**src/rtl/bdb_ram.sv**
```systemverilog
// ----------------------------------------------------------------------------
// bdb_ram
// Generic single-write, single-read synchronous RAM with registered read.
// ----------------------------------------------------------------------------
module bdb_ram #(
  parameter int WIDTH = 8,
  parameter int DEPTH = 16
) (
  input  logic                     clk_i,
  input  logic                     we_i,
  input  logic [$clog2(DEPTH)-1:0] waddr_i,
  input  logic [WIDTH-1:0]         wdata_i,
  input  logic                     re_i,
  input  logic [$clog2(DEPTH)-1:0] raddr_i,
  output logic [WIDTH-1:0]         rdata_o
);

  logic [WIDTH-1:0] mem_q [DEPTH];
  logic [WIDTH-1:0] rdata_q;

  always_ff @(posedge clk_i) begin
    if (we_i) begin
      mem_q[waddr_i] <= wdata_i;
    end
    if (re_i) begin
      rdata_q <= mem_q[raddr_i];
    end
  end

  assign rdata_o = rdata_q;

endmodule

```
**config.mk**
```make
export PLATFORM = sky130hd
export DESIGN_NAME = bdb_ram
export DESIGN_NICKNAME = d
export VERILOG_FILES = /design/src/rtl/bdb_ram.sv
export SDC_FILE = /design/constraint.sdc
export NUM_CORES = 1
export LEC_CHECK = 0
export BUFFER_PORTS_ARGS = -buffer_cell sky130_fd_sc_hd__buf_2
export CORE_MARGIN = 3
export CORE_UTILIZATION = 60
export CTS_CLUSTER_DIAMETER = 120
export CTS_CLUSTER_SIZE = 20
export DETAILED_ROUTE_END_ITERATION = 7
export MAX_ROUTING_LAYER = met4
export PLACE_DENSITY = 0.78
export SLEW_MARGIN = 5
export SYNTH_ARGS = -nofsm -noshare
export SYNTH_HDL_FRONTEND = slang
export SYNTH_SLANG_ARGS = --single-unit
```
**constraint.sdc**
```tcl
create_clock -name clk_i -period 1.8 [get_ports clk_i]
set_input_delay 0.18 -clock clk_i [delete_from_list [all_inputs] [get_ports clk_i]]
set_output_delay 0.18 -clock clk_i [all_outputs]
set_load 0.02 [all_outputs]
```
; After elaboration in Yosys (flattened, before gate mapping)
; Memories as Yosys holds them, arrays and structs flattened. A register that Yosys moved wholly into a read port is not among the register bits.
; Cells that the tools add are included.
[op_classes]
muxes = 2
[ops]
columns = op, n
row1 = 1-bit two-way mux, 2
[totals]
reg_bits = 0
wordCells = 3
ramBits = 128
n_memories = 1
in_bits = 19
[mem_list]
columns = name, depth, width, rd, rd_clocked_by_memory_dff, wr, line_no
row1 = mem_q, 16, 8, 1, 1, 1, 18  ; logic [WIDTH-1:0] mem_q [DEPTH];

; Depth between registers and ports, before layout
[logic_depth]
word_depth = 2
depth_mapped = 5
mapped_depth_nobuf = 3

; Least setup slack after synthesis
; No wires, ideal clock.
[synth_timing]
path_type = in2reg
start = input port waddr_i[2]
end = memory mem_q[0][0], enable pin
cell_stages = 2
required_time_ns = 1.417
t_arrival_ns = 1.290
setup_slack_ns = 0.127
setup_ns = 0.383
path_cell_list = or3b_2 > nor3_1
[synth_lines]
columns = item, line_no
row1 = start: declaration, 11  ; input logic [$clog2(DEPTH)-1:0] waddr_i,
row2 = end: declaration, 18
; No word-level cell before the write port.

==> qor.csv <==
stage;metric;value;unit
run_status;status;finished, final reports clean;
logic_synthesis;largest cells by area after synthesis;edfxtp_1 78%, mux4_2 7.8%, mux4_1 7.0%;
timing;post-route minimum period;1600;ps
cells_and_area;# diodes;0;
logic_synthesis;#FFs+latches synth;136;
clock_network;H-tree levels;4;
route;via count;2550;
route;met2 WL;5080;microns
clock_network;Sink Count;136;
floorplan;site row count;33;
pwr;leak pwr;0.00211;uW
setup_path;Setup crit start;mem_q[0][2]$_DFFE_PP_;
floorplan;die span in x;99.3;microns
timing;final hold slack;35.0;ps
timing;Slew Limit Fails;0;
cells_and_area;fill count;447;
logic_synthesis;mapped cell area;5230;sq um
grt;vias in the first global route;2593;
place;HPWL after DPL;6170;microns
logic_synthesis;main combinational cell family by area after synthesis;multiplexers;
logic_synthesis;post-synthesis xor/xnor area fraction;0;%
floorplan;initial core utilization;62.7;%
grt;first-pass GRT wire length;15900;microns
place;IO buf count;26;
logic_synthesis;post-synthesis compound-gate area fraction;2.30;%
clock_network;post-cts resize count;0;
timing;Slew headroom;76.3;%
timing;Setup TNS;0;ps
clock_network;clk slew on worst S/H paths;60;ps
logic_synthesis;Mapped Cells;229;
pwr;Power Total;7230;uW
floorplan;die area;9870;sq um
logic_synthesis;Post-Synth Simple-Gate Area;3.14;%
timing;skew final;14.6;ps
clock_network;Worst-Skew Late Latency;500;ps
logic_synthesis;Net Count, Synth;248;
route;routed vias/inst;6.33;
timing;Period Utilization, post-route;88.6;%
route;initial DRC count;248;
place;Final Wtd Congestion;0.824;
route;Routed Antenna Nets;0;
clock_network;CTS tree;yes;
timing;RSZ-0062 raised after global routing;false;
route;metal3 WL;860;microns
grt;initial antenna violation count;0;
timing;final setup vio count;0;
floorplan;core area;8340;sq um
cells_and_area;share of cells above drive strength 1;32.2;%
clock_network;Clock Tree Buf Depth;2;
setup_path;crit-path max FO;1;
route;max layer used;met4;
timing;fmax;0.627;GHz
setup_path;Worst R2R Path Depth;3;
timing;Worst-Margin Slew;355;ps
grt;All-Layer GR Usage;23.6;%
clock_network;hold buffers post-CTS;0;
route;drt drc;0;
job;Max Cap Viol;0;
worst_hold_path;HP Class;primary input to flop;
logic_synthesis;sequential fraction of the synthesis area;78.1;%
timing;Hold Fails Final Rpt;0;
cells_and_area;post-route cell area;6170;sq um
logic_synthesis;Synth top area share;78.1;%
grt;largest net degree at the start of global routing;33;
setup_path;reg-to-reg endpoint;rdata_o[2]$_DFFE_PP_;
logic_synthesis;post-synth top area cell;edfxtp_1;
floorplan;die height;99.3;microns
place;placed inst area;5600;sq um
route;WL/cell;25.4;microns
setup_path;WP data arrival;1840;ps
setup_path;crit path capture;rdata_o[2]$_DFFE_PP_;
cells_and_area;nets@finish;304;
grt;overflow left after global routing;0;
route;met1 wire length;4200;microns
clock_network;clk root buf;clkbuf_8;
floorplan;num ports;27;
logic_synthesis;Synth Area in Adders;0;%
cells_and_area;Synth-to-Final Area Change;18.1;%
setup_path;worst setup path category;flop to flop;
logic_synthesis;Syn Area/Cell;22.8;sq um
setup_path;CP endpoint kind;flop;
setup_path;CP Launch Type;flop;
setup_path;Reg-to-Reg Start;mem_q[0][2]$_DFFE_PP_;
clock_network;number of CTS-inserted buffers;17;
route;Post-Route WL;10200;microns
clock_network;Post-CTS Repair Setup Buffers;0;
pwr;Max IR drop VDD;0.716;mV
logic_synthesis;mux contribution to synthesized area;14.8;%
pwr;Cell Pwr Density;1170;nW/um^2
logic_synthesis;Synth Warn #;0;
route;Detailed Routing Iterations Pass 1;5;
setup_path;worst endpoint required time;2050;ps
setup_path;flop2flop setup slack;200;ps
logic_synthesis;number of distinct library cells after synthesis;18;
-- synthesized netlist by cell type --
cell / count
edfxtp_1: 136
mux4_2: 18
a22oi_1: 16
mux4_1: 14
nor2_1: 13
nand2_1: 9
nor3_1: 4
buf_2: 3
buf_6: 3
clkdlybuf4s25_2: 3
nand2b_1: 2
nand3b_1: 2
and2_1: 1
and2b_1: 1
buf_4: 1
nand3_1: 1
nor2b_1: 1
or3b_2: 1
-- final cells by class --
class	count	area [sq um]	share of cell area, %
tap	105	131	2.13
sequential	136	4080	66.2
clock inverter	14	158	2.55
multi-input combinational	83	1060	17.1
timing repair buffer	47	325	5.27
clock buffer	18	418	6.77
-- metal layers --
layer,vias up,global-route usage (%)
met1,1301,34.4
met4,0,9.45
met3,8,4.07
met2,146,34.2
met5,-,-
li1,1095,-
-- cell families after synthesis --
family | count (synthesis)
buffers and inverters | 10
multiplexers | 32
AO/OA/AOI/OAI | 16
flip-flops | 136
AND/OR/NAND/NOR | 35
-- critical path, cell delays in order (launching register included) --
cell and delay, ps:
edfxtp_1 400, mux4_1 530, a22oi_1 320, nand2_1 100
-- how the worst min path moves through the flow --
stage                             to  slack (ps)        from  cells past startpoint
3_3_place_gp    rdata_o[7]$_DFFE_PP_         550        re_i                      1
5_1_grt         rdata_o[6]$_DFFE_PP_          30        re_i                      1
6_report        rdata_o[2]$_DFFE_PP_          30        re_i                      1
4_1_cts         rdata_o[6]$_DFFE_PP_          20        re_i                      1
3_5_place_dp    rdata_o[7]$_DFFE_PP_         550        re_i                      1
2_1_floorplan  mem_q[0][0]$_DFFE_PP_         280  wdata_i[0]                      0
-- power by group --
group / leakage, uW / switching, uW / internal [uW] / total [uW]
sequential: 0.00124 / 20.1 / 3570 / 3590
combinational: 0.000598 / 208 / 146 / 354
clock: 0.000274 / 1190 / 2090 / 3280
total: 0.00211 / 1420 / 5800 / 7230
-- flip-flops by register name, indices dropped and copies added (netlist names) --
register,flops
mem_q,128
rdata_o,8
-- stage by stage --
stage                     util, %  std cells  worst slack [ps]
after floorplan                 -        229               127
after global placement       67.1        371              46.3
final                        74.0        403               205
after global routing         74.0        403               206
after detailed placement     67.1        371              42.1
after CTS                    74.0        403               205
-- cell usage in the layout, fill, tap and decap left out, drive strengths merged --
| cell type | n |
|---|---|
| nand2b | 2 |
| nand3b | 2 |
| edfxtp | 136 |
| clkbuf | 18 |
| nor2 | 13 |
| nand3 | 1 |
| mux4 | 32 |
| clkinv | 7 |
| buf | 47 |
| bufinv | 3 |
| and2b | 1 |
| nor3 | 4 |
| and2 | 1 |
| nand2 | 9 |
| nor2b | 1 |
| a22oi | 16 |
| or3b | 1 |
| clkinvlp | 4 |
(Power assumes the default switching activity.)
