==> config.mk <==
export PLATFORM = sky130hd
export DESIGN_NAME = bdb_ctrl
export DESIGN_NICKNAME = d
export VERILOG_FILES = /design/src/rtl/bdb_pkg.sv /design/src/rtl/bdb_ctrl.sv
export SDC_FILE = /design/constraint.sdc
export NUM_CORES = 1
export LEC_CHECK = 0
export ABC_AREA = 1
export BUFFER_PORTS_ARGS = -buffer_cell sky130_fd_sc_hd__buf_2
export CORE_MARGIN = 2
export CORE_UTILIZATION = 47
export DETAILED_ROUTE_END_ITERATION = 8
export PLACE_DENSITY = 0.75
export SLEW_MARGIN = 10
export SYNTH_ARGS = -nofsm -noshare
export SYNTH_HDL_FRONTEND = slang
export SYNTH_SLANG_ARGS = --single-unit
==> constraint.sdc <==
create_clock -name clk_i -period 2.8 [get_ports clk_i]
set_clock_uncertainty 0.05 [all_clocks]
set_input_delay 0.28 -clock clk_i [delete_from_list [all_inputs] [get_ports clk_i]]
set_output_delay 0.28 -clock clk_i [all_outputs]
set_load 0.02 [all_outputs]
==> src/rtl/bdb_pkg.sv <==
// ----------------------------------------------------------------------------
// bdb_pkg
// Shared types, constants and geometry helpers for the Bayer demosaic binner.
// ----------------------------------------------------------------------------
package bdb_pkg;

  localparam int MAX_WIDTH  = 4096;
  localparam int MAX_HEIGHT = 4096;

  localparam int PIX_W     = 10;
  localparam int SUM_W     = 12;
  localparam int OUT_POS_W = 11;
  localparam int CFG_W     = 13;
  localparam int CFG_IDX_W = 1;

  localparam int COL_W = $clog2(MAX_WIDTH);
  localparam int ROW_W = $clog2(MAX_HEIGHT);
  localparam int DIM_W = (COL_W + 1 > CFG_W) ? COL_W + 1 : CFG_W;

  localparam int RESET_WIDTH  = 3280;
  localparam int RESET_HEIGHT = 2464;

  localparam logic [CFG_IDX_W-1:0] REG_FRAME_WIDTH  = CFG_IDX_W'(0);
  localparam logic [CFG_IDX_W-1:0] REG_FRAME_HEIGHT = CFG_IDX_W'(1);

  typedef logic [PIX_W-1:0]        pix_t;
  typedef logic [2:0][PIX_W-1:0]   lines_t;
  typedef logic [3:0][PIX_W-1:0]   column_t;
  typedef logic [SUM_W-1:0]        sum_t;

  typedef struct packed {
    logic                 emit;
    logic                 row_end;
    logic                 frame_end;
    logic [OUT_POS_W-1:0] out_col;
    logic [OUT_POS_W-1:0] out_row;
  } tag_t;

  typedef struct packed {
    sum_t blue;
    sum_t green;
    sum_t red;
  } rgb_t;

  function automatic logic [DIM_W-1:0] eff_dim(input logic [CFG_W-1:0] v,
                                               input logic [DIM_W-1:0] hi);
    logic [DIM_W-1:0] x;
    x = DIM_W'(v);
    if (x < DIM_W'(4)) x = DIM_W'(4);
    if (x > hi) x = hi;
    x[0] = 1'b0;
    return x;
  endfunction

endpackage

==> src/rtl/bdb_ctrl.sv <==
// ----------------------------------------------------------------------------
// bdb_ctrl
// Geometry registers, raster counters and per-item output tags.
// ----------------------------------------------------------------------------
module bdb_ctrl
  import bdb_pkg::*;
(
  input  logic                 clk_i,
  input  logic                 rst_ni,
  input  logic                 cfg_valid_i,
  input  logic [CFG_IDX_W-1:0] cfg_index_i,
  input  logic [CFG_W-1:0]     cfg_data_i,
  input  logic                 accept_i,
  input  logic                 frame_start_i,
  output logic [COL_W-1:0]     addr_o,
  output tag_t                 tag_o
);

  logic [DIM_W-1:0] width_q, height_q;
  logic [COL_W-1:0] col_q, col_d, c;
  logic [ROW_W-1:0] row_q, row_d, r;
  logic [DIM_W-1:0] c_ext, r_ext, c_nxt, r_nxt, c_off, r_off;
  logic             wrap;

  always_ff @(posedge clk_i or negedge rst_ni) begin
    if (!rst_ni) begin
      width_q  <= eff_dim(CFG_W'(RESET_WIDTH), DIM_W'(MAX_WIDTH));
      height_q <= eff_dim(CFG_W'(RESET_HEIGHT), DIM_W'(MAX_HEIGHT));
    end else if (cfg_valid_i) begin
      case (cfg_index_i)
        REG_FRAME_WIDTH:  width_q  <= eff_dim(cfg_data_i, DIM_W'(MAX_WIDTH));
        REG_FRAME_HEIGHT: height_q <= eff_dim(cfg_data_i, DIM_W'(MAX_HEIGHT));
        default: ;
      endcase
    end
  end

  always_comb begin
    c     = frame_start_i ? '0 : col_q;
    r     = frame_start_i ? '0 : row_q;
    c_ext = DIM_W'(c);
    r_ext = DIM_W'(r);
    c_nxt = c_ext + DIM_W'(1);
    r_nxt = r_ext + DIM_W'(1);
    wrap  = (c_nxt >= width_q);
    col_d = wrap ? '0 : c_nxt[COL_W-1:0];
    if (!wrap) begin
      row_d = r;
    end else if (r_nxt >= height_q) begin
      row_d = '0;
    end else begin
      row_d = r_nxt[ROW_W-1:0];
    end
    c_off = (c_ext - DIM_W'(3)) >> 1;
    r_off = (r_ext - DIM_W'(3)) >> 1;

    tag_o.emit      = c[0] && r[0] && (c != COL_W'(1)) && (r != ROW_W'(1))
                      && (c_ext < width_q) && (r_ext < height_q);
    tag_o.row_end   = (c_ext == width_q - DIM_W'(1));
    tag_o.frame_end = tag_o.row_end && (r_ext == height_q - DIM_W'(1));
    tag_o.out_col   = c_off[OUT_POS_W-1:0];
    tag_o.out_row   = r_off[OUT_POS_W-1:0];
  end

  assign addr_o = c;

  always_ff @(posedge clk_i or negedge rst_ni) begin
    if (!rst_ni) begin
      col_q <= '0;
      row_q <= '0;
    end else if (accept_i) begin
      col_q <= col_d;
      row_q <= row_d;
    end
  end

endmodule

Yosys cells after proc, flatten, opt, wreduce, memory -nomap -nowiden
Index checks and enable logic that the tools add are counted.
{"block": "op_classes", "n_eq_ne": 4, "reduce_logical": 8, "bitwise_logic": 1, "n_mux": 12, "order_cmp": 7, "n_addsub": 6}
{"operator": "13-bit two-way mux", "n": 7}
{"operator": "12-bit two-way mux", "n": 5}
{"operator": "12-bit by 1-bit adder with 13-bit output (second input constant)", "n": 2}
{"operator": "12-bit by 13-bit equality test with 1-bit output", "n": 2}
{"operator": "13-bit greater-or-equal comparator", "n": 2}
{"operator": "13-bit > comparator (second input constant)", "n": 2}
{"operator": "12-bit by 13-bit less-than comparator with 1-bit output", "n": 2}
{"operator": "13-bit by 1-bit subtractor with 13-bit output (second input constant)", "n": 2}
{"operator": "12-bit by 1-bit != test with 1-bit output (second input constant)", "n": 2}
{"operator": "12-bit by 2-bit subtractor with 12-bit output (second input constant)", "n": 2}
{"operator": "13-bit by 3-bit less-than comparator with 1-bit output (second input constant)", "n": 1}
{"operator": "1-bit logical AND", "n": 6}
{"operator": "2-bit AND reduction", "n": 2}
{"operator": "1-bit NOT", "n": 1}
{"block": "totals", "reg_bits": 48}

Longest topological paths before layout
{"block": "depth", "ltp_word": 6, "ltp_mapped": 23, "depth_no_buf": 22}

Least setup slack after synthesis
Ideal clock, no wire load.
{"block": "synth_path", "path_type": "input port to flip-flop", "start": "input port frame_start_i", "end": "register row_q[5]", "arrival_ns": 3.045, "path_slack_ns": -0.420, "cell_stages": 22, "path_cell_list": "buf_6 nor2_1 ha_1 nand2_1 nor2_1 nand3_1 inv_1 nand4_1 nand2_1 inv_1 ha_1 nand2_1 inv_1 o21bai_1 nand3_1 nor2_2 nand2_2 buf_4 nand2_1 inv_1 nand2_1 nand3_1"}
{"item": "start: declaration", "line": "bdb_ctrl.sv:14", "text": "input logic frame_start_i,"}
{"item": "12-bit two-way mux", "line": "bdb_ctrl.sv:39", "text": "c = frame_start_i ? '0 : col_q;"}
{"item": "via addr_o[1]", "line": "bdb_ctrl.sv:15", "text": "output logic [COL_W-1:0] addr_o,"}
{"item": "12-bit by 1-bit adder with 13-bit output", "line": "bdb_ctrl.sv:43", "text": "c_nxt = c_ext + DIM_W'(1);"}
{"item": "13-bit greater-or-equal comparator", "line": "bdb_ctrl.sv:45", "text": "wrap = (c_nxt >= width_q);"}
{"item": "12-bit two-way mux", "line": "bdb_ctrl.sv:47", "text": "if (!wrap) begin"}
{"item": "end signal: assignment", "line": "bdb_ctrl.sv:73", "text": "row_q <= row_d;"}
{"item": "end: declaration", "line": "bdb_ctrl.sv:21", "text": "logic [ROW_W-1:0] row_q, row_d, r;"}
The timed path passes the listed nets, and every way through them passes these cells.
A chain may end at the register's enable or synchronous reset.

Worst setup path in the final report
{"block": "layout_path", "start": "register col_q[0]", "end": "register col_q[2]"}
{"block": "layout_via", "elab_chain_cells": 4}
{"item": "start: declaration", "line": "bdb_ctrl.sv:20", "text": "logic [COL_W-1:0] col_q, col_d, c;"}
{"item": "start signal: assignment", "line": "bdb_ctrl.sv:72", "text": "col_q <= col_d;"}
{"item": "12-bit two-way mux *", "line": "bdb_ctrl.sv:39"}
{"item": "12-bit by 1-bit adder with 13-bit output *", "line": "bdb_ctrl.sv:43"}
{"item": "13-bit greater-or-equal comparator", "line": "bdb_ctrl.sv:45"}
{"item": "12-bit two-way mux *", "line": "bdb_ctrl.sv:46", "text": "col_d = wrap ? '0 : c_nxt[COL_W-1:0];"}
Every way passes the cells marked *; elsewhere a longest branch is shown, timed or not.

==> metrics.txt <==
# TYPE chip_impl_metric gauge
chip_impl_metric{name="io-pin-count",unit=""} 56
chip_impl_metric{name="post-route-cell-area",unit="µm²"} 6182
chip_impl_metric{name="grt_use_total",unit="%"} 26.67
chip_impl_metric{name="num-nets-final",unit=""} 979
chip_impl_metric{name="combinationalPowerShare",unit="%"} 42.8
chip_impl_info{name="synth_top_family_by_area",value="simple AND/OR/NAND/NOR gates"} 1
chip_impl_metric{name="clkSlewWorstSetupHoldPaths",unit="ns"} 0.09
chip_impl_info{name="timing.critical_path.from_type",value="register"} 1
chip_impl_metric{name="die_area",unit="µm²"} 11550
chip_impl_info{name="start_to_end_type_of_the_worst_setup_path",value="register to register"} 1
chip_impl_metric{name="seq_power_share",unit="%"} 35.3
chip_impl_metric{name="total_power",unit="mW"} 2.298
chip_impl_metric{name="synth_nets",unit=""} 870
chip_impl_metric{name="cts_sinks",unit=""} 48
chip_impl_metric{name="pre_cts_ws",unit="ns"} -0.1009
chip_impl_metric{name="synth-compound-area-share",unit="%"} 8.555
chip_impl_metric{name="fmaxAchievable",unit="MHz"} 353.7
chip_impl_metric{name="antenna-diode-count",unit=""} 0
chip_impl_metric{name="syn_to_final_growth",unit="%"} 22.88
chip_impl_metric{name="clock_power_share",unit="%"} 21.9
chip_impl_metric{name="worst_hold_slack",unit="ns"} 0.09392
chip_impl_metric{name="grt_overflow",unit=""} 0
chip_impl_metric{name="route.antenna.remaining_nets",unit=""} 0
chip_impl_info{name="post-synth-top-count-cell",value="nand2_1"} 1
chip_impl_info{name="timing.hold.worst.class",value="input port to async pin"} 1
chip_impl_metric{name="synthMuxAreaShare",unit="%"} 0
chip_impl_metric{name="yosys.area_share.simple",unit="%"} 39.49
chip_impl_metric{name="drtPass1Iterations",unit=""} 6
chip_impl_info{name="cts_tree",value="built"} 1
chip_impl_metric{name="die_h",unit="µm"} 107.5
chip_impl_metric{name="global_route_wire_length_before_repair",unit="µm"} 24750
chip_impl_metric{name="nFillCells",unit=""} 1030
chip_impl_metric{name="internal-power",unit="mW"} 1.373
chip_impl_metric{name="finalSetupViolations",unit=""} 4
chip_impl_metric{name="worst_ep_required_time",unit="ns"} 2.98
chip_impl_info{name="netlist_top_cells_area",value="dfrtp_1 19%, nand2_1 18%, ha_1 12%, inv_1 8.7%, nand3_1 8.0%"} 1
chip_impl_info{name="cells_along_the_critical_path",value="nand2_2 > inv_2 > ha_4 > buf_4 > buf_4 > or2_2 > nand2_2 > inv_1 > ha_1 > nand2_1 > inv_1 > nand2_1 > nand2_1 > inv_1 > nand2_1 > nand2_2 > nand2_4 > nor2_4 > clkbuf_16 > nand2_1 > o21ai_1"} 1
chip_impl_metric{name="fin_tns_setup",unit="ns"} -0.05539
chip_impl_metric{name="gp_congestion",unit=""} 0.9843
chip_impl_metric{name="finalWorstSetupSlack",unit="ns"} -0.02766
chip_impl_info{name="ctsRootBufferMaster",value="clkbuf_8"} 1
chip_impl_metric{name="finalHoldViolCount",unit=""} 0
chip_impl_metric{name="ys_warn_count",unit=""} 0
chip_impl_metric{name="synth_area",unit="µm²"} 5031
chip_impl_metric{name="critPathMaxStageDelay",unit="ns"} 0.41
chip_impl_info{name="worst_setup_path_end_kind",value="register"} 1
chip_impl_metric{name="synth_sequential_area_ratio",unit="%"} 24.10
chip_impl_metric{name="die_width",unit="µm"} 107.5
chip_impl_metric{name="finish.cell_count_without_fillers",unit=""} 1048
chip_impl_info{name="run_status",value="finished, violations left"} 1
chip_impl_metric{name="p_leak",unit="nW"} 3.406
chip_impl_metric{name="timing.critical_path.arrival",unit="ns"} 3.00
chip_impl_metric{name="synth_adder_area_share",unit="%"} 12.19
chip_impl_metric{name="multi_input_comb_area",unit="µm²"} 3460
chip_impl_metric{name="min_period_over_period",unit="%"} 101.0
chip_impl_info{name="yosysTopAreaCell",value="dfrtp_1"} 1
chip_impl_metric{name="dpl.cell_count",unit=""} 1032
chip_impl_metric{name="grt_max_degree",unit=""} 49
chip_impl_info{name="grt_setup_unrepaired",value="yes"} 1
chip_impl_metric{name="post_synth_xor_area_fraction",unit="%"} 5.223
chip_impl_metric{name="power_switching",unit="mW"} 0.9251
chip_impl_metric{name="num_vias",unit=""} 5508
chip_impl_metric{name="clock_tree.htree_level_count",unit=""} 2
chip_impl_info{name="cpMostUsedCell",value="nand2_1"} 1
chip_impl_metric{name="place.detailed.hpwl",unit="µm"} 12020
chip_impl_metric{name="power.ir.vdd_worst",unit="mV"} 0.1956
chip_impl_metric{name="placed_cell_area",unit="µm²"} 5867
chip_impl_metric{name="numCtsBuffers",unit=""} 5
chip_impl_metric{name="dr.first_iter.drc_count",unit=""} 489
chip_impl_metric{name="power.share.switching",unit="%"} 40.26
chip_impl_metric{name="source_to_sink_clock_delay_at_the_later_pin_of_the_worst_skew_pair",unit="ns"} 0.31
chip_impl_metric{name="core.rowCount",unit=""} 37
chip_impl_metric{name="post-route-min-period",unit="ns"} 2.828
chip_impl_metric{name="via_count_of_the_first_global_routing_pass",unit=""} 5129
chip_impl_metric{name="route.final.wire_length",unit="µm"} 15170
chip_impl_metric{name="regArea",unit="µm²"} 1214
chip_impl_metric{name="drt-wirelength-per-cell",unit="µm"} 14.47
chip_impl_metric{name="finish.utilization",unit="%"} 59.62
chip_impl_metric{name="power_density",unit="nW/µm²"} 371.7
chip_impl_metric{name="syn_avg_cell_area",unit="µm²"} 6.273
chip_impl_metric{name="synth.distinct_cells",unit=""} 34
chip_impl_metric{name="synth_enable_flop_cells",unit=""} 0
chip_impl_metric{name="detail_route.vias_per_cell",unit=""} 5.256
chip_impl_info{name="critPathSlowestCell",value="dfrtp_1"} 1
chip_impl_metric{name="grt_antenna_before_repair",unit=""} 0
chip_impl_metric{name="max_slew.worst_pin.slew",unit="ns"} 1.045
chip_impl_metric{name="maxSlewHeadroom",unit="%"} 30.31
chip_impl_metric{name="drc_violations_left",unit=""} 0
chip_impl_metric{name="synth_top_area_share",unit="%"} 19.40
chip_impl_info{name="failed_checks",value="negative setup slack"} 1
chip_impl_metric{name="core-area",unit="µm²"} 10370
chip_impl_metric{name="synth_seq_cells",unit=""} 48
chip_impl_metric{name="synth-async-reset-ratio",unit="%"} 100.0
chip_impl_metric{name="cts_buffer_depth",unit=""} 2
chip_impl_metric{name="initial_standard_cell_utilization_of_the_core",unit="%"} 48.52
chip_impl_info{name="synth_flop_cell",value="dfrtp_1"} 1
chip_impl_info{name="synth_common_cells",value="245 x nand2_1, 117 x inv_1, 81 x nor2_1"} 1
chip_impl_metric{name="drive_above_1_share",unit="%"} 21.38
chip_impl_metric{name="finalMaxSlewViolations",unit=""} 0
chip_impl_metric{name="placement.io_buffers",unit=""} 55
chip_impl_metric{name="max_cap_violations",unit=""} 0
chip_impl_metric{name="syn_inst_count",unit=""} 802
chip_impl_metric{name="crit_path_max_fanout",unit=""} 4
worst max-delay path, delay by kind of cell (launching register included):
| kind | cells | cell delay, ns |
|---|---|---|
| and+or+nand+nor | 11 | 1.11 |
| buffers and inverters | 7 | 0.64 |
| adders and majority gates | 2 | 0.45 |
| DFF | 1 | 0.41 |
| AOI/OAI and AO/OA | 1 | 0.07 |
power groups by stage:
stage	clock, mW	combinational (mW)	sequential (mW)
after floorplan	0	0.658	0.808
after global routing	0.542	1.10	0.821
after CTS	0.505	0.936	0.809
final	0.503	0.983	0.812
after global placement	0	0.914	0.821
after detailed placement	0	0.931	0.821
logic make-up (layout without fill, tap and decap cells):
kind of cell / count (synthesis) / in the layout
AND/OR/NAND/NOR: 459 / 459
buffers and inverters: 134 / 244
AO/OA/AOI/OAI: 82 / 82
adder cells (fa/ha/maj): 49 / 49
flip-flops: 48 / 48
XOR/XNOR: 30 / 30
layout make-up:
| cell class | count | share of cell area (%) |
|---|---|---|
| clock buffers | 6 | 1.174 |
| clock inverters | 2 | 0.5667 |
| repair buffers | 113 | 12.45 |
| well taps | 136 | 2.752 |
| flip-flops and latches | 48 | 19.63 |
| multi-input cells | 620 | 55.96 |
| inverters | 123 | 7.468 |
timing repair:
item | 4_1_cts | 5_1_grt
resized for setup | 0 | 47
setup buffers | 0 | 8
hold buffers | 0 | 0
endpoints found under the setup margin | 0 | 26
cells in the final DEF, fill, tap and decap left out, types with 2 or more instances in the layout:
master    instances
ha_4              3
dfstp_2           9
clkbuf_8          5
inv_1           112
nand4_1          14
o21ai_2           2
o21ai_0          35
nor3_2            4
nor2_4            8
buf_2            55
clkinv_1          2
dfrtp_1          38
xor2_1           29
nor2_1           75
nand2_4           4
nand2_2          18
nor2_2           10
buf_4            53
ha_1             46
buf_12            3
inv_2             9
a21oi_1          22
nand2_1         231
nor3_1            9
a21o_1            2
and2_1            2
o22ai_1           4
o21ai_1          12
nand3_1          79
o211ai_1          2
path summary, 6_finish.rpt:
check | from | to | slack [ns] | cells past startpoint
worst max-delay path | col_q[0] | col_q[2] | -0.03 | 21
worst min-delay path | rst_ni | width_q[1] | 0.09 | 1
worst max register to register | col_q[0] | col_q[2] | -0.03 | 21
worst min register to register | row_q[4] | row_q[4] | 0.47 | 2
max in group asynchronous | rst_ni | height_q[1] | 1.90 | 1
min in group clk_i | cfg_data_i[11] | height_q[11] | 0.18 | 3
metal layers:
layer  vias up  track usage, %  part of all wire, %
met5         -               0                    0
met4         0           5.128                  1.4
met3        20           3.571                  7.0
met2       186           43.54                   47
met1      2534           37.97                   45
li1       2768               -                    -
flip-flops by register name (all words and copies together), names as in the netlist:
| name | flops |
|---|---|
| col_q | 12 |
| height_q | 12 |
| row_q | 12 |
| width_q | 12 |
Note: power is estimated with default switching activity, not from simulation.
