## config.mk

```make
export PLATFORM = sky130hd
export DESIGN_NAME = bdb_kernel
export DESIGN_NICKNAME = d
export VERILOG_FILES = /design/src/rtl/bdb_pkg.sv /design/src/rtl/bdb_kernel.sv
export SDC_FILE = /design/constraint.sdc
export NUM_CORES = 1
export LEC_CHECK = 0
export ABC_AREA = 1
export BUFFER_PORTS_ARGS = -buffer_cell sky130_fd_sc_hd__buf_2
export CAP_MARGIN = 20
export CORE_MARGIN = 8
export CORE_UTILIZATION = 55
export DETAILED_ROUTE_END_ITERATION = 6
export PLACE_DENSITY = 0.73
export SETUP_SLACK_MARGIN = 0.15
export SYNTH_ARGS = -nofsm -noshare
export SYNTH_HDL_FRONTEND = slang
export SYNTH_SLANG_ARGS = --single-unit
```

## constraint.sdc

```tcl
create_clock -name clk_i -period 7.8 [get_ports clk_i]
set_input_delay 1.56 -clock clk_i [delete_from_list [all_inputs] [get_ports clk_i]]
set_output_delay 1.56 -clock clk_i [all_outputs]
set_load 0.02 [all_outputs]
```

## src/rtl/bdb_pkg.sv

```systemverilog
// ----------------------------------------------------------------------------
// bdb_pkg
// Shared types, constants and geometry helpers for the Bayer demosaic binner.
// ----------------------------------------------------------------------------
package bdb_pkg;

  localparam int MAX_WIDTH  = 4096;
  localparam int MAX_HEIGHT = 4096;

  localparam int PIX_W     = 10;
  localparam int SUM_W     = 12;
  localparam int OUT_POS_W = 11;
  localparam int CFG_W     = 13;
  localparam int CFG_IDX_W = 1;

  localparam int COL_W = $clog2(MAX_WIDTH);
  localparam int ROW_W = $clog2(MAX_HEIGHT);
  localparam int DIM_W = (COL_W + 1 > CFG_W) ? COL_W + 1 : CFG_W;

  localparam int RESET_WIDTH  = 3280;
  localparam int RESET_HEIGHT = 2464;

  localparam logic [CFG_IDX_W-1:0] REG_FRAME_WIDTH  = CFG_IDX_W'(0);
  localparam logic [CFG_IDX_W-1:0] REG_FRAME_HEIGHT = CFG_IDX_W'(1);

  typedef logic [PIX_W-1:0]        pix_t;
  typedef logic [2:0][PIX_W-1:0]   lines_t;
  typedef logic [3:0][PIX_W-1:0]   column_t;
  typedef logic [SUM_W-1:0]        sum_t;

  typedef struct packed {
    logic                 emit;
    logic                 row_end;
    logic                 frame_end;
    logic [OUT_POS_W-1:0] out_col;
    logic [OUT_POS_W-1:0] out_row;
  } tag_t;

  typedef struct packed {
    sum_t blue;
    sum_t green;
    sum_t red;
  } rgb_t;

  function automatic logic [DIM_W-1:0] eff_dim(input logic [CFG_W-1:0] v,
                                               input logic [DIM_W-1:0] hi);
    logic [DIM_W-1:0] x;
    x = DIM_W'(v);
    if (x < DIM_W'(4)) x = DIM_W'(4);
    if (x > hi) x = hi;
    x[0] = 1'b0;
    return x;
  endfunction

endpackage

```

## src/rtl/bdb_kernel.sv

```systemverilog
// ----------------------------------------------------------------------------
// bdb_kernel
// 4x4 window of Bayer samples and bilinear 2x2 binned RGB sums.
// ----------------------------------------------------------------------------
module bdb_kernel
  import bdb_pkg::*;
(
  input  logic    clk_i,
  input  logic    rst_ni,
  input  logic    advance_i,
  input  column_t column_i,
  output rgb_t    rgb_o
);

  column_t win_q [3];
  pix_t    d [4][4];

  function automatic sum_t add2(input pix_t a, input pix_t b);
    return SUM_W'(a) + SUM_W'(b);
  endfunction

  function automatic sum_t add4(input pix_t a, input pix_t b, input pix_t c, input pix_t e);
    return SUM_W'(a) + SUM_W'(b) + SUM_W'(c) + SUM_W'(e);
  endfunction

  always_comb begin
    for (int j = 0; j < 4; j++) begin
      d[j][3] = column_i[j];
      d[j][2] = win_q[0][j];
      d[j][1] = win_q[1][j];
      d[j][0] = win_q[2][j];
    end
    rgb_o.red   = SUM_W'(d[1][1]) + (add2(d[1][1], d[1][3]) >> 1)
                  + (add2(d[1][1], d[3][1]) >> 1)
                  + (add4(d[1][1], d[1][3], d[3][1], d[3][3]) >> 2);
    rgb_o.green = (add4(d[0][1], d[1][0], d[2][1], d[1][2]) >> 2)
                  + SUM_W'(d[1][2]) + SUM_W'(d[2][1])
                  + (add4(d[1][2], d[2][3], d[3][2], d[2][1]) >> 2);
    rgb_o.blue  = (add4(d[0][0], d[2][0], d[0][2], d[2][2]) >> 2)
                  + (add2(d[0][2], d[2][2]) >> 1)
                  + (add2(d[2][0], d[2][2]) >> 1) + SUM_W'(d[2][2]);
  end

  // shift window one column left
  always_ff @(posedge clk_i or negedge rst_ni) begin
    if (!rst_ni) begin
      for (int k = 0; k < 3; k++) begin
        win_q[k] <= '0;
      end
    end else if (advance_i) begin
      win_q[2] <= win_q[1];
      win_q[1] <= win_q[0];
      win_q[0] <= column_i;
    end
  end

endmodule

```

Word-level counts from Yosys, hierarchy flattened
Index checks and enable logic that the tools add are counted.
Word-level totals
  bits in registers: 110
Cells by class
  add/subtract/negate cells: 24
Operators by type and width (number)
  $add A10 B10 Y11: 9
  $add A12 B10 Y12: 8
  $add A11 B10 Y12: 6
  $add A10 B11 Y12: 1

Logic depth before layout (Yosys ltp)
Gate-level depths: netlist of run 1.
  depth after elaboration: 6
  depth in mapped cells: 27
  mapped depth without buffers: 27

Least setup slack after synthesis of run 1
No wires, ideal clock.
  kind: input to output
  start: in column_i[21] (netlist bit)
  end: out rgb_o[18] (netlist bit)
  stages: 20
  required time: 6240 ps
  arrival: 5630 ps
  path slack: 610 ps
  cells stage by stage: inv_1 fa_1 inv_1 fa_1 nand2_1 nor2_2 fa_1 nand2_1 nand2_1 nand2_1 o21ai_1 xor2_1 fa_1 inv_1 fa_1 inv_1 ha_1 a21oi_1 nand2_1 xor2_1
RTL lines
  start, declared: RTL line bdb_kernel.sv:11  | input column_t column_i,
  end, declared: RTL line bdb_kernel.sv:12  | output rgb_t rgb_o

==> results of run 1 <==
-- synth_stat cells (all sizes together) --
master / count
a21o: 3
xor2: 27
buf: 23
o21bai: 16
clkinv: 1
mux2: 1
inv: 380
xnor2: 16
nand3b: 7
or2: 2
nand3: 83
o21ai: 102
nand2: 466
a21oi: 77
clkbuf: 1
nor2: 83
fa: 134
dfrtp: 110
nor3: 7
o21a: 1
ha: 108
nand4: 17
a31oi: 2
-- cell usage in the layout, fill, tap and decap left out, types with 3 or more instances in the layout --
cell type,n
a21o_1,3
a21oi_1,65
a21oi_2,11
buf_2,72
buf_4,12
clkbuf_16,9
dfrtp_1,109
fa_1,132
ha_1,88
ha_2,3
ha_4,17
inv_1,378
nand2_1,458
nand2_2,8
nand3_1,80
nand3_2,3
nand3b_1,7
nand4_1,17
nor2_1,75
nor2_2,6
nor3_1,7
o21ai_0,92
o21ai_2,8
o21bai_1,14
xnor2_1,14
xor2_1,26
-- final timing paths --
path	slack, ns	end	from
max	0.31	rgb_o[11]	column_i[10]
min	0.48	d[154]	d[144]
max reg2reg	6.86	d[68]	d[68]
min reg2reg	0.48	d[154]	d[144]
max in group asynchronous	5.30	d[136]	rst_ni
min in group asynchronous	1.14	d[60]	rst_ni
-- worst max-delay path: stages --
cell and delay (ns):
buf_2 0.13, ha_4 0.17, inv_1 0.05, fa_1 0.41, nand3b_1 0.19, nand2_2 0.12, nand3_1 0.14, nand3_1 0.11
nand2_2 0.09, fa_1 0.53, ha_4 0.31, nand2_1 0.09, nor2_2 0.14, nand3_1 0.15, nand3_1 0.13, nand2_1 0.06
nand2_1 0.09, fa_2 0.46, ha_4 0.27, inv_1 0.07, o21bai_1 0.06, a21oi_1 0.21, nand2_1 0.11, nand2_1 0.06
nand2_1 0.05, buf_2 0.16
-- cells by family after synthesis --
group	Yosys count	share of synthesized area
adder cells (fa/ha/maj)	242	0.322
AND/OR/NAND/NOR	665	0.216
XOR/XNOR	43	0.0300
buffers and inverters	405	0.123
multiplexers	1	0.000898
AO/OA/AOI/OAI	201	0.0883
flip-flops	110	0.219
-- stage by stage --
step           instance area, um2  hold WS (ns)  setup WS, ns
3_3_place_gp                13200         0.462         0.268
3_5_place_dp                13200         0.467         0.180
4_1_cts                     13500         0.484         0.169
6_report                    13900         0.483         0.311
2_1_floorplan               12500         0.450         0.610
5_1_grt                     13900         0.525         0.108
-- what timing repair did --
item / 4_1_cts / 5_1_grt
gates resized for setup: 0 / 58
setup buffers: 0 / 4
setup endpoints to repair: 0 / 17
-- final cells by class --
class	count	area, um2	area share
clock buffer	10	229	0.0165
timing repair buffer	85	462	0.0333
sequential	110	2750	0.199
clock inverter	6	53.8	0.00388
multi-input combinational	1152	8570	0.619
inverter	381	1430	0.103
tap	285	357	0.0257
-- routing by layer --
layer	wire length, um	GRT usage
met1	15000	0.333
met2	12900	0.325
met3	1750	0.0305
met4	386	0.0447
met5	0	0
==> metrics.md, run 1 <==
| Metric | Value |
|---|---|
| CTS tree | built |
| Antenna cell count | 0 |
| Die X | 167 um |
| Setup crit end kind | output pin |
| Final net count | 2,024 |
| Max-Slew Margin vs Limit | 0.342 |
| Hold buffer count at cts | 0 |
| First-pass GRT wire length | 49.5 mm |
| Worst Path Arrival | 5.93 ns |
| Number of flip-flops in the largest register | 110 |
| Yosys top cell area share | 0.219 |
| Dpl cells | 2,009 |
| CTS Buf Count | 9 |
| Worst endpoint required time | 6.24 ns |
| Cell Rows | 55 |
| DR pass1 iterations | 7 |
| Period utilisation layout | 0.960 |
| Final hold viol count | 0 |
| Ports | 79 |
| Synth cell types | 32 |
| Vias | 10,400 |
| Final Critical Period | 7.49 ns |
| Fill count | 2,036 |
| RSZ-0062 raised after global routing | yes |
| Run status | finished, final reports clean |
| GPL Wtd Cong | 0.923 |
| Antenna violations before repair | 0 |
| Clk sink count | 110 |
| Max-cap violations | 0 |
| Hold WC Path Type | register to register |
| Post-Layout Cell Count | 2,029 |
| Setup TNS | 0 ns |
| Area Growth Syn to Fin | 10.5% |
| Worst setup path class | input pin to output pin |
| DR WL/cell | 14.8 um |
| Initial Utilization | 0.557 |
| CTS clk-pin slew, worst paths | 0.07 ns |
| Drt initial violations | 762 |
| Area of the die | 0.0279 mm2 |
| Total Routing Usage GR | 0.219 |
| Largest area contributor in the synthesized netlist | dfrtp_1 |
| Setup Viol. Count Final | 0 |
| Clock root buffer | clkbuf_16 |
| Routed Antenna Nets | 0 |
| Startpoint class of the critical path | input pin |
| Fmax | 134 MHz |
| Htree depth | 3 |
| Largest cells by area after synthesis | dfrtp_1 (22%), fa_1 (21%), nand2_1 (14%) |
| Die Ht | 167 um |
| IO buf count | 78 |
| Core area | 0.0225 mm2 |
| Post-Route WL | 30.1 mm |
| Skew-Pair Late Insertion Delay | 0.36 ns |
| R2R cell count | 2 |
| HPWL Detailed | 25.1 mm |
| Pin count of the biggest net entering global routing | 146 |
| Cell area after synthesis | 0.0125 mm2 |
| Synth warnings | 0 |
| Syn_nets | 1,952 |
| Least-Margin Pin Slew | 0.987 ns |
| Slew Viols, Final | 0 |
| Seq cells post-synth | 110 |
| Util after Layout | 0.616 |
| Vias in the first global route | 10,000 |
| Worst Path Max Fanout | 4 |
| Worst hold stages | 2 |
| Clk_skew | 0.00900 ns |
| Syn Inst Count | 1,667 |
| Vias per Instance | 5.13 |
| Share of cells above drive strength 1 | 0.0981 |
| Syn_area_per_cell | 7.52 um2 |
| CTS max path bufs | 2 |
| Sequential-to-total area share from yosys stat | 0.219 |
| Total grt overflow | 0 |
| DRC Markers | 0 |
Power of run 1 is not shown: default switching activity piles up to over one toggle a cycle in this logic, so the estimate is an artifact.
==> run 2, diff against run 1 <==
--- a/config.mk
+++ b/config.mk
@@ -5,13 +5,12 @@
 export SDC_FILE = /design/constraint.sdc
 export NUM_CORES = 1
 export LEC_CHECK = 0
-export ABC_AREA = 1
 export BUFFER_PORTS_ARGS = -buffer_cell sky130_fd_sc_hd__buf_2
 export CAP_MARGIN = 20
 export CORE_MARGIN = 8
 export CORE_UTILIZATION = 55
 export DETAILED_ROUTE_END_ITERATION = 6
-export PLACE_DENSITY = 0.73
+export PLACE_DENSITY = 0.74
 export SETUP_SLACK_MARGIN = 0.15
 export SYNTH_ARGS = -nofsm -noshare
 export SYNTH_HDL_FRONTEND = slang
==> run 2 against run 1 <==
  * The flow now finishes with violations (setup timing)
  * Final cell count decreased by 17%
  * Count of clock-buffer cells in the layout grew 2
  * Cell area is 0.37% higher
  * Highest routed layer unchanged
  * Critical path type unchanged
  * Worst hold slack better by 0.0058 ns
==> metrics.md, run 2 <==
| Metric | Value |
|---|---|
| Register-to-register setup slack | 6.86 ns (about the same) |
| Area Growth Syn to Fin | 19.9% (was 10.5%) |
| Clk sink count | 110 (unchanged) |
| Most used DFF post-synth | dfrtp_1 (unchanged) |
| First-pass GRT wire length | 43.2 mm (was 49.5 mm) |
| Crit path cell chain | buf_8 > inv_8 > fa_1 > inv_2 > fa_1 > nand2_1 > nor2_2 > fa_2 > a21o_1 > a211oi_2 > nor2_2 > o41ai_4 > xnor2_1 > fa_1 > inv_2 > fa_1 > inv_2 > ha_4 > or3_1 > or3_4 > a211o_1 > o211ai_1 > buf_4 |
| Syn Inst Count | 1,258 (was 1,667) |
| Die Ht | 161 um (was 167 um) |
| Startpoint class of the critical path | input pin (unchanged) |
| Synth Area in Compound Gates | 0.138 (was 0.0883) |
| CTS max path bufs | 2 (unchanged) |
| Setup crit end kind | output pin (unchanged) |
| Die X | 161 um (was 167 um) |
| Hold WC Path Type | register to register (unchanged) |
| Cell Rows | 53 (was 55) |
| Leading post-synthesis cells by instance count | inv_1 (244), fa_1 (134), nand2_1 (133), o21ai_0 (130), dfrtp_1 (110) (was nand2_1 (463), inv_1 (378), fa_1 (134), dfrtp_1 (110), ha_1 (108)) |
| Final Critical Period | 8.19 ns (was 7.49 ns) |
| Final net count | 1,681 (was 2,024) |
| Sequential-to-total area share from yosys stat | 0.237 (was 0.219) |
| Synth warnings | 0 (unchanged) |
| CP delay by family, top | adder cells (unchanged) |
| Period utilisation layout | 1.05 (was 0.960) |
| Post-layout instance area | 0.0139 mm2 (about the same) |
| Htree depth | 3 (unchanged) |
| Critical-path top delay cell | fa_1 (unchanged) |
| Number of flip-flops in the largest register | 110 (unchanged) |
| Worst Path Arrival | 6.63 ns (was 5.93 ns) |
| Drt initial violations | 515 (was 762) |
| Post-Synth Adder-Cell Area | 0.348 (was 0.322) |
| Total Routing Usage GR | 0.202 (was 0.219) |
| Syn_area_per_cell | 9.22 um2 (was 7.52 um2) |
| Fill count | 1,621 (was 2,036) |
| Multiplexer share of the synthesized area | 0.0220 (was 0.000898) |
| Initial Utilization | 0.555 (was 0.557) |
| Skew-Pair Late Insertion Delay | 0.35 ns (was 0.36 ns) |
| CP Buf/Inv Count | 6 (was 4) |
| Max-Slew Margin vs Limit | 0.359 (was 0.342) |
| Failing checks | setup timing |
| Syn_nets | 1,543 (was 1,952) |
| Pin count of the biggest net entering global routing | 116 (was 146) |
| DR pass1 iterations | 5 (was 7) |
| Antenna violations before repair | 0 (unchanged) |
| Final hold viol count | 0 (unchanged) |
| Largest area contributor in the synthesized netlist | dfrtp_1 (unchanged) |
| Yosys top cell area share | 0.237 (was 0.219) |
| DR WL/cell | 15.7 um (was 14.8 um) |
| Clock root buffer | clkbuf_16 (unchanged) |
| Least-Margin Pin Slew | 0.962 ns (was 0.987 ns) |
| Most used cell, CP | fa_1 (was nand2_1) |
| Vias per Instance | 5.32 (was 5.13) |
| Synth cell types | 56 (was 32) |
| Worst setup path class | input pin to output pin (unchanged) |
| IO buf count | 78 (unchanged) |
| Slew Viols, Final | 0 (unchanged) |
| Vias in the first global route | 9,078 (was 10,000) |
| Commonest non-fill, non-tap cells in the layout | inv_1 (232), nand2_1 (131), fa_1 (126) (was nand2_1 (458), inv_1 (378), fa_1 (132)) |
| Max-cap violations | 0 (unchanged) |
| Post-Route WL | 26.3 mm (was 30.1 mm) |
| Routed Antenna Nets | 0 (unchanged) |
| Setup ws final | -0.387 ns (was 0.311 ns) |
| CTS tree | built (unchanged) |
| RSZ-0062 raised after global routing | yes (unchanged) |
| Post-synthesis xor/xnor area fraction | 0.0604 (was 0.0300) |
| Number of synthesized flops with an enable pin | 0 (unchanged) |
| Cell area after synthesis | 0.0116 mm2 (was 0.0125 mm2) |
| Clk_skew | 0.00500 ns (was 0.00900 ns) |
| Most common cell in the netlist | inv_1 (was nand2_1) |
| Area of the die | 0.0260 mm2 (was 0.0279 mm2) |
| Largest cells by area after synthesis | dfrtp_1 (24%), fa_1 (23%), ha_1 (12%) (was dfrtp_1 (22%), fa_1 (21%), nand2_1 (14%)) |
| Worst Path Max Fanout | 2 (was 4) |
| HPWL Detailed | 20.4 mm (was 25.1 mm) |
| Seq cells post-synth | 110 (unchanged) |
| Total grt overflow | 0 (unchanged) |
| DRC Markers | 0 (unchanged) |
| FFs w/ async S/R, synth | 1.00 (unchanged) |
| Most common cell after layout, fill and taps aside | inv_1 (was nand2_1) |
| Run status | finished, violations left (was finished, final reports clean) |
| Fmax | 122 MHz (was 134 MHz) |
| Largest family of logic cells by synthesized area | adder cells (unchanged) |
| GPL Wtd Cong | 0.852 (was 0.923) |
| Setup Viol. Count Final | 4 (was 0) |
| Placed inst area | 0.0127 mm2 (was 0.0132 mm2) |
| Worst endpoint required time | 6.24 ns (about the same) |
| Simple-Gate Fraction of Synth Area | 0.109 (was 0.216) |
| CTS clk-pin slew, worst paths | 0.07 ns (about the same) |
| Core area | 0.0209 mm2 (was 0.0225 mm2) |
| CTS Buf Count | 9 (unchanged) |
| CP max stage delay | 0.51 ns (was 0.53 ns) |
| Antenna cell count | 0 (unchanged) |
| Vias | 8,914 (was 10,400) |
| Ports | 79 (unchanged) |
| Share of cells above drive strength 1 | 0.218 (was 0.0981) |
run 2: logic make-up (layout without fill, tap and decap cells):
logic type	after synthesis	after routing
flops	110	110
buf+inv	266	409
compound gates	267	267
mux	23	23
xor+xnor	80	80
simple gates	270	270
fa+ha+maj	242	242
run 2: through the flow:
| step | instances | TNS [ns] | setup WS (ns) | hold WS [ns] | utilization |
|---|---|---|---|---|---|
| final | 1676 | -1.21 | -0.387 | 0.489 | 0.666 |
| after CTS | 1664 | -1.71 | -0.532 | 0.496 | 0.640 |
| after global routing | 1676 | -2.14 | -0.536 | 0.531 | 0.666 |
| after global placement | 1645 | -1.87 | -0.578 | 0.462 | 0.610 |
| after detailed placement | 1645 | -2.60 | -0.690 | 0.470 | 0.610 |
| after floorplan | 1258 | -0.0980 | -0.0980 | 0.450 | - |
run 2: worst register-to-register path: stages, from the launching register on:
cell	delay (ns)
dfrtp_1	0.44
inv_1	0.23
o21ai_0	0.13
run 2: path summary, 6_finish.rpt:
kind | from | end | depth (start not counted)
min in group asynchronous | rst_ni | d[130] | 1
hold reg to reg | d[143] | d[153] | 2
setup / recovery | column_i[21] | rgb_o[22] | 23
max in group asynchronous | rst_ni | d[106] | 2
hold / removal | d[143] | d[153] | 2
setup reg to reg | d[101] | d[101] | 2
run 2: cell type report:
type	count	area (um2)	share of cell area
flip-flops and latches	110	2750	0.198
inverters	244	923	0.0664
well taps	275	344	0.0247
clock inverters	4	56.3	0.00405
repair buffers	149	1010	0.0728
clock buffers	12	246	0.0177
multi-input cells	882	8570	0.616
run 2: timing repair:
| action | 4_1_cts | 5_1_grt |
|---|---|---|
| endpoints found under the setup margin | 12 | 17 |
| hold buffers | 0 | 0 |
| setup buffers | 3 | 12 |
| cloned | 0 | 0 |
| gates resized for setup | 71 | 90 |
| pin swaps | 36 | 49 |
run 2: routing by layer:
layer | track usage | vias to the layer above | wire length, um
li1 | - | 4359 | -
met1 | 0.266 | 4362 | 11800
met2 | 0.347 | 161 | 13100
met3 | 0.0295 | 32 | 901
met4 | 0.0412 | 0 | 425
met5 | 0 | - | 0
Power of run 2 is left out for the same reason.
